[src/hdl/assert_macros.svh]
// Assertion macros used by the flow classifier engine.
`ifndef ASSERT_MACROS_SVH
`define ASSERT_MACROS_SVH

// Same-cycle implication, checked outside reset.
`define ASSERT_IMPL(label, clk, rstn, ante, cons, msg) \
    label: assert property (@(posedge clk) disable iff (!(rstn)) (ante) |-> (cons)) \
        else $error(msg);

// Next-cycle implication, checked outside reset.
`define ASSERT_NEXT(label, clk, rstn, ante, cons, msg) \
    label: assert property (@(posedge clk) disable iff (!(rstn)) (ante) |=> (cons)) \
        else $error(msg);

`endif

[src/hdl/ufc_fifo.sv]
// Two-entry request queue between front and engine.
`timescale 1ns / 1ps
module ufc_fifo #(
    parameter int DATA_W = 8
) (
    input  logic              aclk,
    input  logic              aresetn,
    input  logic              push,
    input  logic [DATA_W-1:0] din,
    input  logic              pop,
    output logic [DATA_W-1:0] dout,
    output logic              full,
    output logic              empty
);

    logic [DATA_W-1:0] slot_reg [2];
    logic              wr_ptr_reg;
    logic              rd_ptr_reg;
    logic [1:0]        count_reg;

    assign full  = (count_reg == 2'd2);
    assign empty = (count_reg == 2'd0);
    assign dout  = slot_reg[rd_ptr_reg];

    always_ff @(posedge aclk) begin
        if (push) begin
            slot_reg[wr_ptr_reg] <= din;
        end
    end

    always_ff @(posedge aclk) begin
        if (!aresetn) begin
            wr_ptr_reg <= 1'b0;
            rd_ptr_reg <= 1'b0;
            count_reg  <= 2'd0;
        end else begin
            if (push) begin
                wr_ptr_reg <= !wr_ptr_reg;
            end
            if (pop) begin
                rd_ptr_reg <= !rd_ptr_reg;
            end
            if (push && !pop) begin
                count_reg <= count_reg + 2'd1;
            end else if (pop && !push) begin
                count_reg <= count_reg - 2'd1;
            end
        end
    end

endmodule

[config.mk]
export PLATFORM = sky130hd
export DESIGN_NAME = ufc_fifo
export DESIGN_NICKNAME = d
export VERILOG_FILES = /design/src/hdl/assert_macros.svh /design/src/hdl/ufc_fifo.sv
export SDC_FILE = /design/constraint.sdc
export NUM_CORES = 1
export LEC_CHECK = 0
export CAP_MARGIN = 10
export CORE_MARGIN = 8
export CORE_UTILIZATION = 40
export CTS_CLUSTER_DIAMETER = 50
export DETAILED_ROUTE_END_ITERATION = 10
export DONT_BUFFER_PORTS = 1
export GPL_TIMING_DRIVEN = 0
export HOLD_SLACK_MARGIN = 0.03
export SLEW_MARGIN = 0
export SYNTH_ARGS = -nofsm -noshare
export SYNTH_HDL_FRONTEND = slang
export SYNTH_SLANG_ARGS = --single-unit
[constraint.sdc]
create_clock -name aclk -period 2.4 [get_ports aclk]
set_input_delay 0.36 -clock aclk [delete_from_list [all_inputs] [get_ports aclk]]
set_output_delay 0.36 -clock aclk [all_outputs]
set_load 0.03 [all_outputs]
==> flow_metrics.py <==
metrics = {
    "synth": {
        "synth_edf_count": 16,
        "synth_seq_cells": 21,
        "synth.top_cells.by_area": "edfxtp_1 (60%), dfxtp_1 (13%), mux2_2 (11%), and2_1 (3.1%), xor2_1 (2.2%)",
        "synth_top_area_share_pct": 60.5,
        "postSynth.asyncResetShare_pct": 0,
        "syn_inst": 47,
        "syn_nets": 60,
        "seq_area_frac_synth_pct": 73.1,
        "synth.avg_cell_area_um2": 16.9,
        "netlist_area_um2": 795,
        "synth_cell_type_count": 16,
        "ys.flop_type": "edfxtp_1",
        "synth_common_cells": "edfxtp_1 (16), mux2_2 (8), dfxtp_1 (5)",
        "yosysWarningCount": 0,
        "synth.most_common_cell": "edfxtp_1",
        "yosysTopAreaCell": "edfxtp_1",
    },
    "critical_path": {
        "rr_worst_depth": 1,
        "start_kind": "register",
        "critPathKind": "register to output port",
        "crit_fanout": 8,
        "r2r_end": "slot_reg[0][1]",
        "cp-end-kind": "output port",
        "crit_arrival_ps": 1280,
        "worstReg2RegStart": "wr_ptr_reg",
        "r2r_slack_ps": 1120,
        "worstPathRequired_ps": 2040,
    },
    "clock_tree": {
        "cts_buffers": 3,
        "cts_tree": "built",
        "root_buffer": "clkbuf_4",
        "clk_pin_slew_ps": 110,
        "cts_hold_buf": 0,
        "cts_resized": 0,
        "insertion_delay_ps": 290,
        "clock_path_buffers": 2,
        "post_cts_buffers": 0,
        "htreeDepth": 1,
        "cts_sinks": 21,
    },
    "place": {
        "dp_cells": 74,
        "io_buffers": 0,
        "place_hpwl_um": 914,
        "gp_congestion": 0.577,
    },
    "power": {
        "ir_worst_vdd_uv": 396,
        "power_density_mw_per_mm2": 810,
        "leakage_nw": 0.301,
        "power_mw": 0.693,
    },
    "layout": {
        "multi_input_area_um2": 205,
        "n_fill_cell": 194,
        "largest_register_ffs": 16,
        "final_nets": 65,
        "regArea_um2": 581,
        "syn_to_final_growth_pct": 7.72,
        "drive_above_1_share_pct": 27.5,
        "instances_no_fill": 78,
        "antenna_cells": 0,
    },
    "timing": {
        "finalHoldViolations": 0,
        "rsz0062_at_grt": "no",
        "clock_skew_ps": 1.19,
        "finalSetupViolations": 0,
        "fin_crit_sh_pct": 68.4,
        "slew_headroom_pct": 49.5,
        "slew_viol_final": 0,
        "worst_pin_slew_ps": 756,
        "fin_crit_ps": 1640,
        "max_freq_mhz": 609,
        "setup_tns_ps": 0,
    },
    "detailed_routing": {
        "dr.pass1.iters": 2,
        "vias": 372,
        "vias_per_cell": 4.77,
        "post-route-drc-count": 0,
        "drt-total-wl_um": 1270,
        "avgRoutedWirePerCell_um": 16.3,
        "ant_nets": 0,
        "drt_iter0_drc": 6,
    },
    "floorplanning": {
        "io_pins": 22,
        "rows": 16,
        "dieWidth_um": 60.6,
        "die_area_mm2": 0.00367,
        "placeableCoreArea_mm2": 0.00192,
        "start_util_pct": 41.3,
        "die_h_um": 60.6,
    },
    "worst_hold_path": {
        "hp-class": "input port to register",
        "min_to": "slot_reg[1][7]",
        "holdCritStartpoint": "din[7]",
        "hold_depth": 0,
    },
    "global_routing": {
        "grt_usage_pct": 7.88,
        "antenna_found_initial": 0,
        "grt_overflow": 0,
        "grt_pass1_vias": 438,
        "grt_max_degree": 13,
        "grt_pass1_wl_um": 2040,
    },
    "job": {
        "maxCapViolations": 0,
    },
    "status": {
        "status": "finished, final reports clean",
    },
}
==> through the flow <==
step                util, %  instance area (um^2)  hold WS [ps]  setup WS (ps)
floorplan                 -                   795           459           1160
global placement       43.1                   828           459            992
detailed placement     43.1                   828           459           1020
CTS                    44.5                   856           143            733
global route           44.5                   856           118            682
finish                 44.5                   856           151            758
==> worst max path at each step <==
stage / cells past startpoint / startpoint / endpoint / slack, ps
global placement: 1 / push / slot_reg[0][2] / 990
floorplan: 2 / register / dout[0] / 1160
CTS: 2 / register / dout[2] / 730
detailed placement: 1 / push / slot_reg[0][1] / 1020
global route: 2 / register / dout[2] / 680
finish: 2 / register / dout[2] / 760
==> layout make-up <==
cell class              count  share of cell area (%)
multi-input cells          24                    24.0
flip-flops and latches     21                    67.8
well taps                  27                    3.95
inverters                   1                   0.439
clock buffers               3                    2.63
plain buffers               1                   0.585
clock inverters             1                   0.585
==> power by group <==
part,switching [mW],internal [mW]
Sequential,0.00992,0.416
Combinational,0.0688,0.0333
Clock,0.103,0.0620
==> placed cells by master (no fill, tap or decap) <==
master,count
dfxtp_1,5
clkbuf_4,3
and2_1,4
buf_2,1
nor2b_1,2
mux2_2,8
ha_1,1
o21a_1,1
edfxtp_1,16
nor2_1,1
inv_1,1
clkinv_2,1
o21ai_0,1
and2b_2,1
a21boi_1,1
xor2_1,2
xnor2_1,1
or3_1,1
==> cells by family (layout without fill, tap and decap cells) <==
family                     after synthesis  after routing  synth area share (%)
DFF                                     21             21                  73.1
and+or+nand+nor                          9              9                  7.09
muxes                                    8              8                  11.3
AOI/OAI and AO/OA                        3              3                  2.52
xor gates and xnor gates                 3              3                  3.31
buffers and inverters                    2              6                  1.10
adders and majority gates                1              1                  1.57
==> metal layers <==
metal | GRT usage, % | vias to the layer above | routed length [um]
li1 | - | 178 | -
met1 | 7.53 | 180 | 480
met2 | 12.5 | 12 | 643
met3 | 4.87 | 2 | 131
met4 | 4.98 | 0 | 12
met5 | 0 | - | 0
==> worst max-delay path, stage by stage, from the launching register on <==
cell,delay [ps]
dfxtp_1,320
buf_2,210
mux2_2,450
(Power assumes the default switching activity.)
