$ cat config.mk
export PLATFORM = sky130hd
export DESIGN_NAME = ufc_front
export DESIGN_NICKNAME = d
export VERILOG_FILES = /design/src/hdl/assert_macros.svh /design/src/hdl/ufc_pkg.sv /design/src/hdl/ufc_front.sv
export SDC_FILE = /design/constraint.sdc
export NUM_CORES = 1
export LEC_CHECK = 0
export ABC_AREA = 1
export BUFFER_PORTS_ARGS = -buffer_cell sky130_fd_sc_hd__buf_4
export CORE_AREA = 8 8 100 102
export DETAILED_ROUTE_END_ITERATION = 6
export DIE_AREA = 0 0 108 110
export PLACE_DENSITY = 0.56
export REMOVE_ABC_BUFFERS = 1
export SYNTH_ARGS = -nofsm -noshare
export SYNTH_HDL_FRONTEND = slang
export SYNTH_SLANG_ARGS = --single-unit
$ cat constraint.sdc
create_clock -name vclk -period 0.8
set_input_delay 0.16 -clock vclk [all_inputs]
set_output_delay 0.16 -clock vclk [all_outputs]
set_load 0.05 [all_outputs]
$ cat src/hdl/assert_macros.svh
// Assertion macros used by the flow classifier engine.
`ifndef ASSERT_MACROS_SVH
`define ASSERT_MACROS_SVH

// Same-cycle implication, checked outside reset.
`define ASSERT_IMPL(label, clk, rstn, ante, cons, msg) \
    label: assert property (@(posedge clk) disable iff (!(rstn)) (ante) |-> (cons)) \
        else $error(msg);

// Next-cycle implication, checked outside reset.
`define ASSERT_NEXT(label, clk, rstn, ante, cons, msg) \
    label: assert property (@(posedge clk) disable iff (!(rstn)) (ante) |=> (cons)) \
        else $error(msg);

`endif

$ cat src/hdl/ufc_pkg.sv
// Types and constants of the UDP flow classifier.
`timescale 1ns / 1ps
package ufc_pkg;

    localparam int KEY_W       = 104;
    localparam int DSCP_W      = 6;
    localparam int DSCP_VALUES = 64;

    localparam logic [7:0]  UDP_PROTOCOL = 8'd17;
    localparam logic [15:0] MIN_PAYLOAD  = 16'd4;

    localparam logic OP_CLASSIFY = 1'b0;
    localparam logic OP_READ     = 1'b1;

    localparam logic [2:0] ST_OK         = 3'd0;
    localparam logic [2:0] ST_FRAGMENT   = 3'd1;
    localparam logic [2:0] ST_NOT_UDP    = 3'd2;
    localparam logic [2:0] ST_TOO_SHORT  = 3'd3;
    localparam logic [2:0] ST_TABLE_FULL = 3'd4;
    localparam logic [2:0] ST_UNKNOWN    = 3'd5;

    // key layout: src, dst, proto, sport, dport
    typedef struct packed {
        logic              op;
        logic [2:0]        pre_status;
        logic [KEY_W-1:0]  key;
        logic [DSCP_W-1:0] dscp;
    } req_t;

    typedef enum logic [2:0] {
        ENG_CLEAR,
        ENG_IDLE,
        ENG_SEARCH,
        ENG_HIST,
        ENG_UPDATE,
        ENG_READ
    } eng_state_t;

endpackage

$ cat src/hdl/ufc_front.sv
// Front end: accepts requests and runs the header checks.
`timescale 1ns / 1ps
module ufc_front #(
    parameter int ID_W = 9
) (
    input  logic                  s_valid,
    output logic                  s_ready,
    input  logic                  s_operation,
    input  logic [12:0]           s_fragment_offset,
    input  logic [7:0]            s_protocol,
    input  logic [31:0]           s_source_address,
    input  logic [31:0]           s_destination_address,
    input  logic [15:0]           s_payload_length,
    input  logic [15:0]           s_source_port,
    input  logic [15:0]           s_destination_port,
    input  logic [5:0]            s_dscp,
    input  logic [ID_W-1:0]       s_query_flow_id,
    input  logic                  q_full,
    input  logic                  clearing,
    output logic                  q_push,
    output ufc_pkg::req_t         q_req,
    output logic [ID_W-1:0]       q_qid
);

    assign s_ready = !q_full && !clearing;
    assign q_push  = s_valid && s_ready;
    assign q_qid   = s_query_flow_id;

    always_comb begin
        q_req.op   = s_operation;
        q_req.dscp = s_dscp;
        q_req.key  = {s_source_address, s_destination_address, s_protocol,
                      s_source_port, s_destination_port};
        if (s_fragment_offset != 13'd0) begin
            q_req.pre_status = ufc_pkg::ST_FRAGMENT;
        end else if (s_protocol != ufc_pkg::UDP_PROTOCOL) begin
            q_req.pre_status = ufc_pkg::ST_NOT_UDP;
        end else if (s_payload_length < ufc_pkg::MIN_PAYLOAD) begin
            q_req.pre_status = ufc_pkg::ST_TOO_SHORT;
        end else begin
            q_req.pre_status = ufc_pkg::ST_OK;
        end
    end

endmodule

==> impl_metrics.tcl, run 1 <==
set metrics [dict create \
    outcome "complete, but fails checks" \
    violations "setup timing" \
    clockPowerShare_pct 0 \
    vias 708 \
    antenna_found_initial 0 \
    regArea_sq_um 0 \
    yosysTopAreaCell "buf_4" \
    synthAdderAreaFrac_pct 0 \
    netlist_top_cells_count "buf_4 (121), nor2_1 (17), nand2_1 (9)" \
    ant_nets 0 \
    finalMaxSlewViolations 0 \
    initial_core_util_pct 12.8 \
    hp-class "primary input to primary output" \
    rsz0062_at_grt "true" \
    crit_slowest_cell "or2_1" \
    synth_top_family_by_area "buffers and inverters" \
    yosys_warnings 0 \
    cp.depth 6 \
    finalCritPeriodShare_pct 143 \
    startpoint_type "primary input" \
    synthTopCellsByArea "buf_4 (84%), nor2_1 (5.9%), nand2_1 (3.1%)" \
    wirelength_microns 15200 \
    arrival_ns 0.98 \
    crit_chain "buf_6 > or2_1 > nor2_2 > nand2_1 > a21oi_2 > buf_6" \
    first_iter_violations 48 \
    intPower_uw 185 \
    synth_simple_gate_area_share_pct 14.1 \
    synth_area_per_cell_sq_um 6.78 \
    peakVddDrop_v 0.0000845 \
    synth_cell_type_count 12 \
    crit_fanout 2 \
    diodes 0 \
    power.density_mw_per_mm2 457 \
    viasPerCell 3.58 \
    nClkBuffers 0 \
    num_io_pins 277 \
    yosysMostFrequentCell "buf_4" \
    swShare_pct 48.0 \
    gp_congestion 0.899 \
    grt_max_degree 3 \
    finalSetupTns_ns -0.683 \
    power_frac_seq_pct 0 \
    setup_viol 2 \
    overflow 0 \
    cts_setup_buffers 0 \
    syn_area_sq_mm 0.00108 \
    ys_seq_area_share_pct 0 \
    core-area_sq_mm 0.00847 \
    place_hpwl_microns 15000 \
    fin_area_sq_um 778 \
    die_h_microns 110 \
    synth_top_area_share_pct 83.7 \
    grt_usage_pct 23.9 \
    crit_type "primary input to primary output" \
    slowest_delay_ns 0.22 \
    portBuffers 50 \
    dp_slack_ns -0.430 \
    hold_violations 0 \
    dr.pass1.iters 4 \
    synthCells 160 \
    worst_slack_ns -0.344 \
    seq_cells 0 \
    layout.nets 244 \
    drc 0 \
    switchingPower_uw 171 \
    combinationalPowerShare_pct 100.0 \
    grt_pass1_wl_microns 16200 \
    power.leakage_uw 0.000337 \
    crit_buf_inv 2 \
    grt_pass1_vias 675 \
    synth_mux_area_share_pct 0 \
    num_rows 34 \
    cpLargestDelayFamily "simple AND/OR/NAND/NOR gates" \
    drive_gt1_share_pct 71.1 \
    drv_cap 0 \
    min_path_cells 0 \
    synth_compound_area_share_pct 0.807 \
    postPlaceCellArea_sq_um 694 \
    dieArea_sq_mm 0.0119 \
    post_drt_wl_per_cell_microns 76.9 \
    crit_required_ns 0.64 \
    area_growth_pct -28.3 \
    synthXorXnorAreaFrac_pct 0 \
    period_minus_slack_ns 1.14 \
    crit_path_end_kind "primary output" \
    fillers 972 \
    die_x_microns 108 \
    path_common_cell "buf_6" \
    max_freq_mhz 874 \
]
-- kinds of logic (layout without fill, tap and decap cells) --
kind of cell           count (synthesis)  after routing
buffers and inverters                124             54
and+or+nand+nor                       34             34
other                                  1              1
AOI/OAI and AO/OA                      1              1
-- metal layers --
metal,global-route usage [%],part of all wire (%),up-vias
li1,-,-,219
met2,51.5,60,238
met3,37.5,33,10
met5,2.94,0.30,-
met1,3.44,5.8,239
met4,1.98,1.0,2
-- repair_timing --
action                                  4_1_cts  5_1_grt
resized for setup                            18        6
endpoints found under the setup margin        3        3
pin swaps                                    14        5
endpoints found under the hold margin         0        0
hold buffers                                  0        0
-- metrics by stage --
| step | power, uW | hold slack, ns | util, % | std cells |
|---|---|---|---|---|
| global placement | 322 | 0.321 | 8.20 | 198 |
| detailed placement | 326 | 0.321 | 8.20 | 198 |
| floorplan | 58.6 | 0.320 | - | 39 |
| CTS | 346 | 0.321 | 8.97 | 198 |
| global route | 377 | 0.320 | 9.19 | 198 |
| finish | 356 | 0.320 | 9.19 | 198 |
-- power by group through the flow --
stage	combinational [uW]	clock (uW)	sequential, uW
after CTS	346	0	0
after global placement	322	0	0
after global routing	377	0	0
after detailed placement	326	0	0
after floorplan	58.6	0	0
final	356	0	0
-- area by class of cell --
cell class | instances | area [sq um] | share of cell area, %
tap | 108 | 135 | 17.4
multi-input combinational | 36 | 200 | 25.7
inverter | 3 | 11.3 | 1.45
timing repair buffer | 51 | 432 | 55.5
-- final timing paths --
kind | from | end
min | s_destination_port[3] | q_req[9]
max | s_payload_length[3] | q_req[111]
-- layout by cell type (no fill, tap or decap) --
| cell type | count |
|---|---|
| buf_6 | 11 |
| nand3_1 | 1 |
| a21oi_2 | 1 |
| inv_1 | 3 |
| buf_8 | 1 |
| nand2_2 | 3 |
| nand3_2 | 1 |
| nor3b_2 | 1 |
| nor2_4 | 2 |
| nor2_1 | 12 |
| conb_1 | 1 |
| or2_1 | 2 |
| nand3b_1 | 1 |
| nand2_1 | 6 |
| buf_4 | 39 |
| nor2_2 | 5 |
No activity file was read; power rests on OpenSTA's default activity.
==> inputs of run 2 (changes only) <==
==> constraint.sdc (replaced) <==
create_clock -name vclk -period 0.8
set_input_delay 0.12 -clock vclk [all_inputs]
set_output_delay 0.12 -clock vclk [all_outputs]
set_load 0.05 [all_outputs]
==> run 2 against run 1 <==
Final cell count did not move. Critical path type unchanged. Non-clock buffer count unchanged. Via count is 0.28% higher. Largest cell class unchanged. The flow still finishes with violations (setup timing). Highest routed layer unchanged. Critical path depth is the same. Total power shrank 1.5%. Worst hold slack got worse by 0.080 ns. Count of clock-buffer cells in the layout did not move. Global-route usage hardly changed.
==> impl_metrics.tcl, run 2 (same netlist as run 1, synthesis figures left out) <==
set metrics [dict create \
    arrival_ns 0.95 \
    drive_gt1_share_pct 71.1 \
    postPlaceCellArea_sq_um 694 \
    die_x_microns 108 \
    finalCritPeriodShare_pct 134 \
    hp-class "primary input to primary output" \
    diodes 0 \
    crit_type "primary input to primary output" \
    drv_cap 0 \
    crit_fanout 2 \
    antenna_found_initial 0 \
    area_growth_pct -29.3 \
    num_io_pins 277 \
    period_minus_slack_ns 1.07 \
    power.density_mw_per_mm2 457 \
    worst_slack_ns -0.272 \
    met1Wirelength_microns 749 \
    viasPerCell 3.59 \
    post_drt_wl_per_cell_microns 77.0 \
    outcome "complete, but fails checks" \
    core-area_sq_mm 0.00847 \
    ant_nets 0 \
    first_iter_violations 40 \
    holdBufCountCts 0 \
    cts_setup_buffers 0 \
    vias 710 \
    grt_max_degree 3 \
    startpoint_type "primary input" \
    gp_congestion 0.899 \
    worstSetupStartpoint "s_payload_length[3]" \
    place_hpwl_microns 15000 \
    wirelength_microns 15200 \
    setup_viol 2 \
    fillers 972 \
    fin_util_pct 9.06 \
    cp-endpoint "q_req[111]" \
    mostFrequentLayoutCells "buf_4 (42), nor2_1 (12), buf_6 (8)" \
    seq_cells 0 \
    fin_area_sq_um 767 \
    grt_pass1_vias 665 \
    grt_pass1_wl_microns 16200 \
    grt_usage_pct 23.8 \
    crit_required_ns 0.68 \
    multiInputGateArea_sq_um 200 \
    max_freq_mhz 933 \
    crit_path_end_kind "primary output" \
    peakVddDrop_v 0.0000845 \
    final_common_cell "buf_4" \
    hold_violations 0 \
    wl_met2_microns 9210 \
    dr.pass1.iters 3 \
    portBuffers 50 \
    violations "setup timing" \
    drc 0 \
    layout.nets 244 \
    regArea_sq_um 0 \
    num_rows 34 \
    overflow 0 \
    dieArea_sq_mm 0.0119 \
    rsz0062_at_grt "true" \
    initial_core_util_pct 12.8 \
    die_h_microns 110 \
    routed.top_layer "met5" \
    nClkBuffers 0 \
    routed-wl-met3_microns 5130 \
    fin_hold_ws_ns 0.240 \
    power.leakage_uw 0.000334 \
    finalMaxSlewViolations 0 \
]
run 2: per-stage QoR:
stage / total power (uW) / TNS, ns / worst slack (ns) / instances
global route: 372 / -0.635 / -0.325 / 198
detailed placement: 326 / -0.678 / -0.350 / 198
finish: 350 / -0.533 / -0.272 / 198
floorplan: 58.6 / -1.22 / -0.598 / 39
global placement: 322 / -0.665 / -0.342 / 198
CTS: 341 / -0.536 / -0.270 / 198
run 2: where the power goes:
part	internal, uW	total (uW)	switching, uW
combinational	181	350	170
sequential	0	0	0
clock	0	0	0
run 2: cell type report:
cell class	count	area share, %
timing repair buffer	51	54.8
multi-input combinational	36	26.1
tap	108	17.6
inverter	3	1.47
run 2: worst min path at each step:
| stage | start | end | depth (start not counted) |
|---|---|---|---|
| 5_1_grt | s_destination_port[3] | q_req[9] | 0 |
| 6_report | s_destination_port[3] | q_req[9] | 0 |
| 2_1_floorplan | s_query_flow_id[0] | q_qid[0] | 0 |
| 3_5_place_dp | s_destination_port[3] | q_req[9] | 0 |
| 4_1_cts | s_destination_port[3] | q_req[9] | 0 |
| 3_3_place_gp | s_destination_port[3] | q_req[9] | 0 |
run 2: timing repair:
| action | 4_1_cts | 5_1_grt |
|---|---|---|
| pin swaps | 13 | 4 |
| setup endpoints to repair | 2 | 3 |
| resized for setup | 15 | 6 |
| gates cloned | 0 | 0 |
run 2: worst max-delay path, stage by stage:
cell     delay [ns]
buf_6          0.08
or2_1          0.22
nor2_2         0.13
nand2_1        0.08
a21oi_2        0.15
buf_6          0.17
run 2: metal layers:
metal / global-route usage [%] / vias up
met2: 51.8 / 256
li1: - / 219
met4: 1.09 / 2
met1: 2.83 / 227
met3: 38.3 / 6
met5: 4.62 / -
==> inputs of run 3 (changes only) <==
- CORE_AREA: 8 8 100 102 -> 8 8 101 103
- DIE_AREA: 0 0 108 110 -> 0 0 109 111
- PLACE_DENSITY: 0.56 -> 0.53
- SKIP_LAST_GASP: unset -> 1
- clock period: 0.8 -> 1.1 ns (I/O delays scaled with it)
==> run 3 against run 2 <==
Sequential share of layout area is the same. Sequential cell count is the same. The run still ends with setup timing left. Critical path depth is the same.
==> impl_metrics.tcl, run 3 (same netlist as run 1, synthesis figures left out) <==
set metrics [dict create \
    viasPerCell 3.37 \
    finalMaxSlewViolations 0 \
    wirelength_microns 15300 \
    final_common_cell "buf_4" \
    combinationalPowerShare_pct 100.0 \
    gp_congestion 0.955 \
    period_minus_slack_ns 1.17 \
    antenna_found_initial 0 \
    seq_cells 0 \
    finalCritPeriodShare_pct 106 \
    num_rows 34 \
    portBuffers 50 \
    nClkBuffers 0 \
    intPower_uw 130 \
    regArea_sq_um 0 \
    fin_area_sq_um 741 \
    crit_type "primary input to primary output" \
    postPlaceCellArea_sq_um 687 \
    grt_pass1_wl_microns 16500 \
    startpoint_type "primary input" \
    fillers 989 \
    violations "setup timing" \
    num_io_pins 277 \
    die_h_microns 111 \
    post_drt_wl_per_cell_microns 77.6 \
    dp_slack_ns -0.132 \
    power.density_mw_per_mm2 340 \
    overflow 0 \
    grt_usage_pct 23.7 \
    hp-class "primary input to primary output" \
    grt_max_degree 3 \
    clockPowerShare_pct 0 \
    min_path_cells 0 \
    worst_slack_ns -0.0696 \
    drive_gt1_share_pct 68.5 \
    power.leakage_uw 0.000322 \
    min_from "s_destination_address[5]" \
    crit_required_ns 0.94 \
    area_growth_pct -31.7 \
    arrival_ns 1.00 \
    swShare_pct 48.5 \
    switchingPower_uw 122 \
    diodes 0 \
    max_freq_mhz 855 \
    mostFrequentLayoutCells "buf_4 (41), nor2_1 (10), buf_6 (9)" \
    outcome "complete, but fails checks" \
    hold_violations 0 \
    place_hpwl_microns 15000 \
    p_total_uw 252 \
    layout.nets 243 \
    ant_nets 0 \
    power_frac_seq_pct 0 \
    rsz0062_at_grt "true" \
    worst_hold_path.endpoint "q_req[51]" \
    vias 663 \
    fin_hold_ws_ns 0.331 \
    dieArea_sq_mm 0.0121 \
    core-area_sq_mm 0.00855 \
    crit_fanout 2 \
    dr.pass1.iters 3 \
    drc 0 \
    setup_viol 2 \
    crit_path_end_kind "primary output" \
    drv_cap 0 \
    cts_setup_buffers 0 \
    first_iter_violations 64 \
    grt_pass1_vias 643 \
    peakVddDrop_v 0.0000635 \
    initial_core_util_pct 12.7 \
    die_x_microns 109 \
]
## run 3: cell type report
| class | instances | area (sq um) | share of cell area, % |
|---|---|---|---|
| Multi-Input combinational cell | 36 | 185 | 25.0 |
| Tap cell | 108 | 135 | 18.2 |
| Inverter | 3 | 11.3 | 1.52 |
| Timing Repair Buffer | 50 | 409 | 55.2 |
## run 3: worst max-delay path by stage
stage,from,cells past startpoint,end,slack (ns)
after CTS,s_payload_length[3],6,q_req[111],-0.09
final,s_payload_length[3],6,q_req[111],-0.07
after floorplan,clearing,1,q_push,-0.39
after detailed placement,s_fragment_offset[5],6,q_req[111],-0.13
after global placement,s_fragment_offset[5],6,q_req[111],-0.12
after global routing,s_protocol[6],7,q_req[110],-0.12
## run 3: metal layers
metal	routed length, microns	track usage [%]	share of wire [%]
met3	5460	39.8	36
met5	0	1.34	0
met2	9270	50.9	61
met1	547	2.06	3.6
met4	21	0.365	0.14
## run 3: power by group through the flow
stage	combinational (uW)	clock, uW	sequential, uW
2_1_floorplan	42.6	0	0
3_3_place_gp	235	0	0
3_5_place_dp	237	0	0
4_1_cts	248	0	0
5_1_grt	265	0	0
6_report	252	0	0
## run 3: worst max-delay path, cell delays in order
cell and delay, ns:
buf_6 0.09, or2_1 0.23, nor2_2 0.12, nand2_1 0.08, a21oi_2 0.15, buf_6 0.17
## run 3: metrics by stage
| step | std cells | utilization, % | setup TNS (ns) |
|---|---|---|---|
| 2_1_floorplan | 39 | - | -0.512 |
| 3_3_place_gp | 197 | 8.03 | -0.231 |
| 3_5_place_dp | 197 | 8.03 | -0.232 |
| 4_1_cts | 197 | 8.55 | -0.0985 |
| 5_1_grt | 197 | 8.66 | -0.235 |
| 6_report | 197 | 8.66 | -0.0786 |
## run 3: timing repair
item | 4_1_cts | 5_1_grt
gates resized for setup | 13 | 4
endpoints found under the setup margin | 2 | 2
pin swaps | 14 | 3
hold buffers | 0 | 0
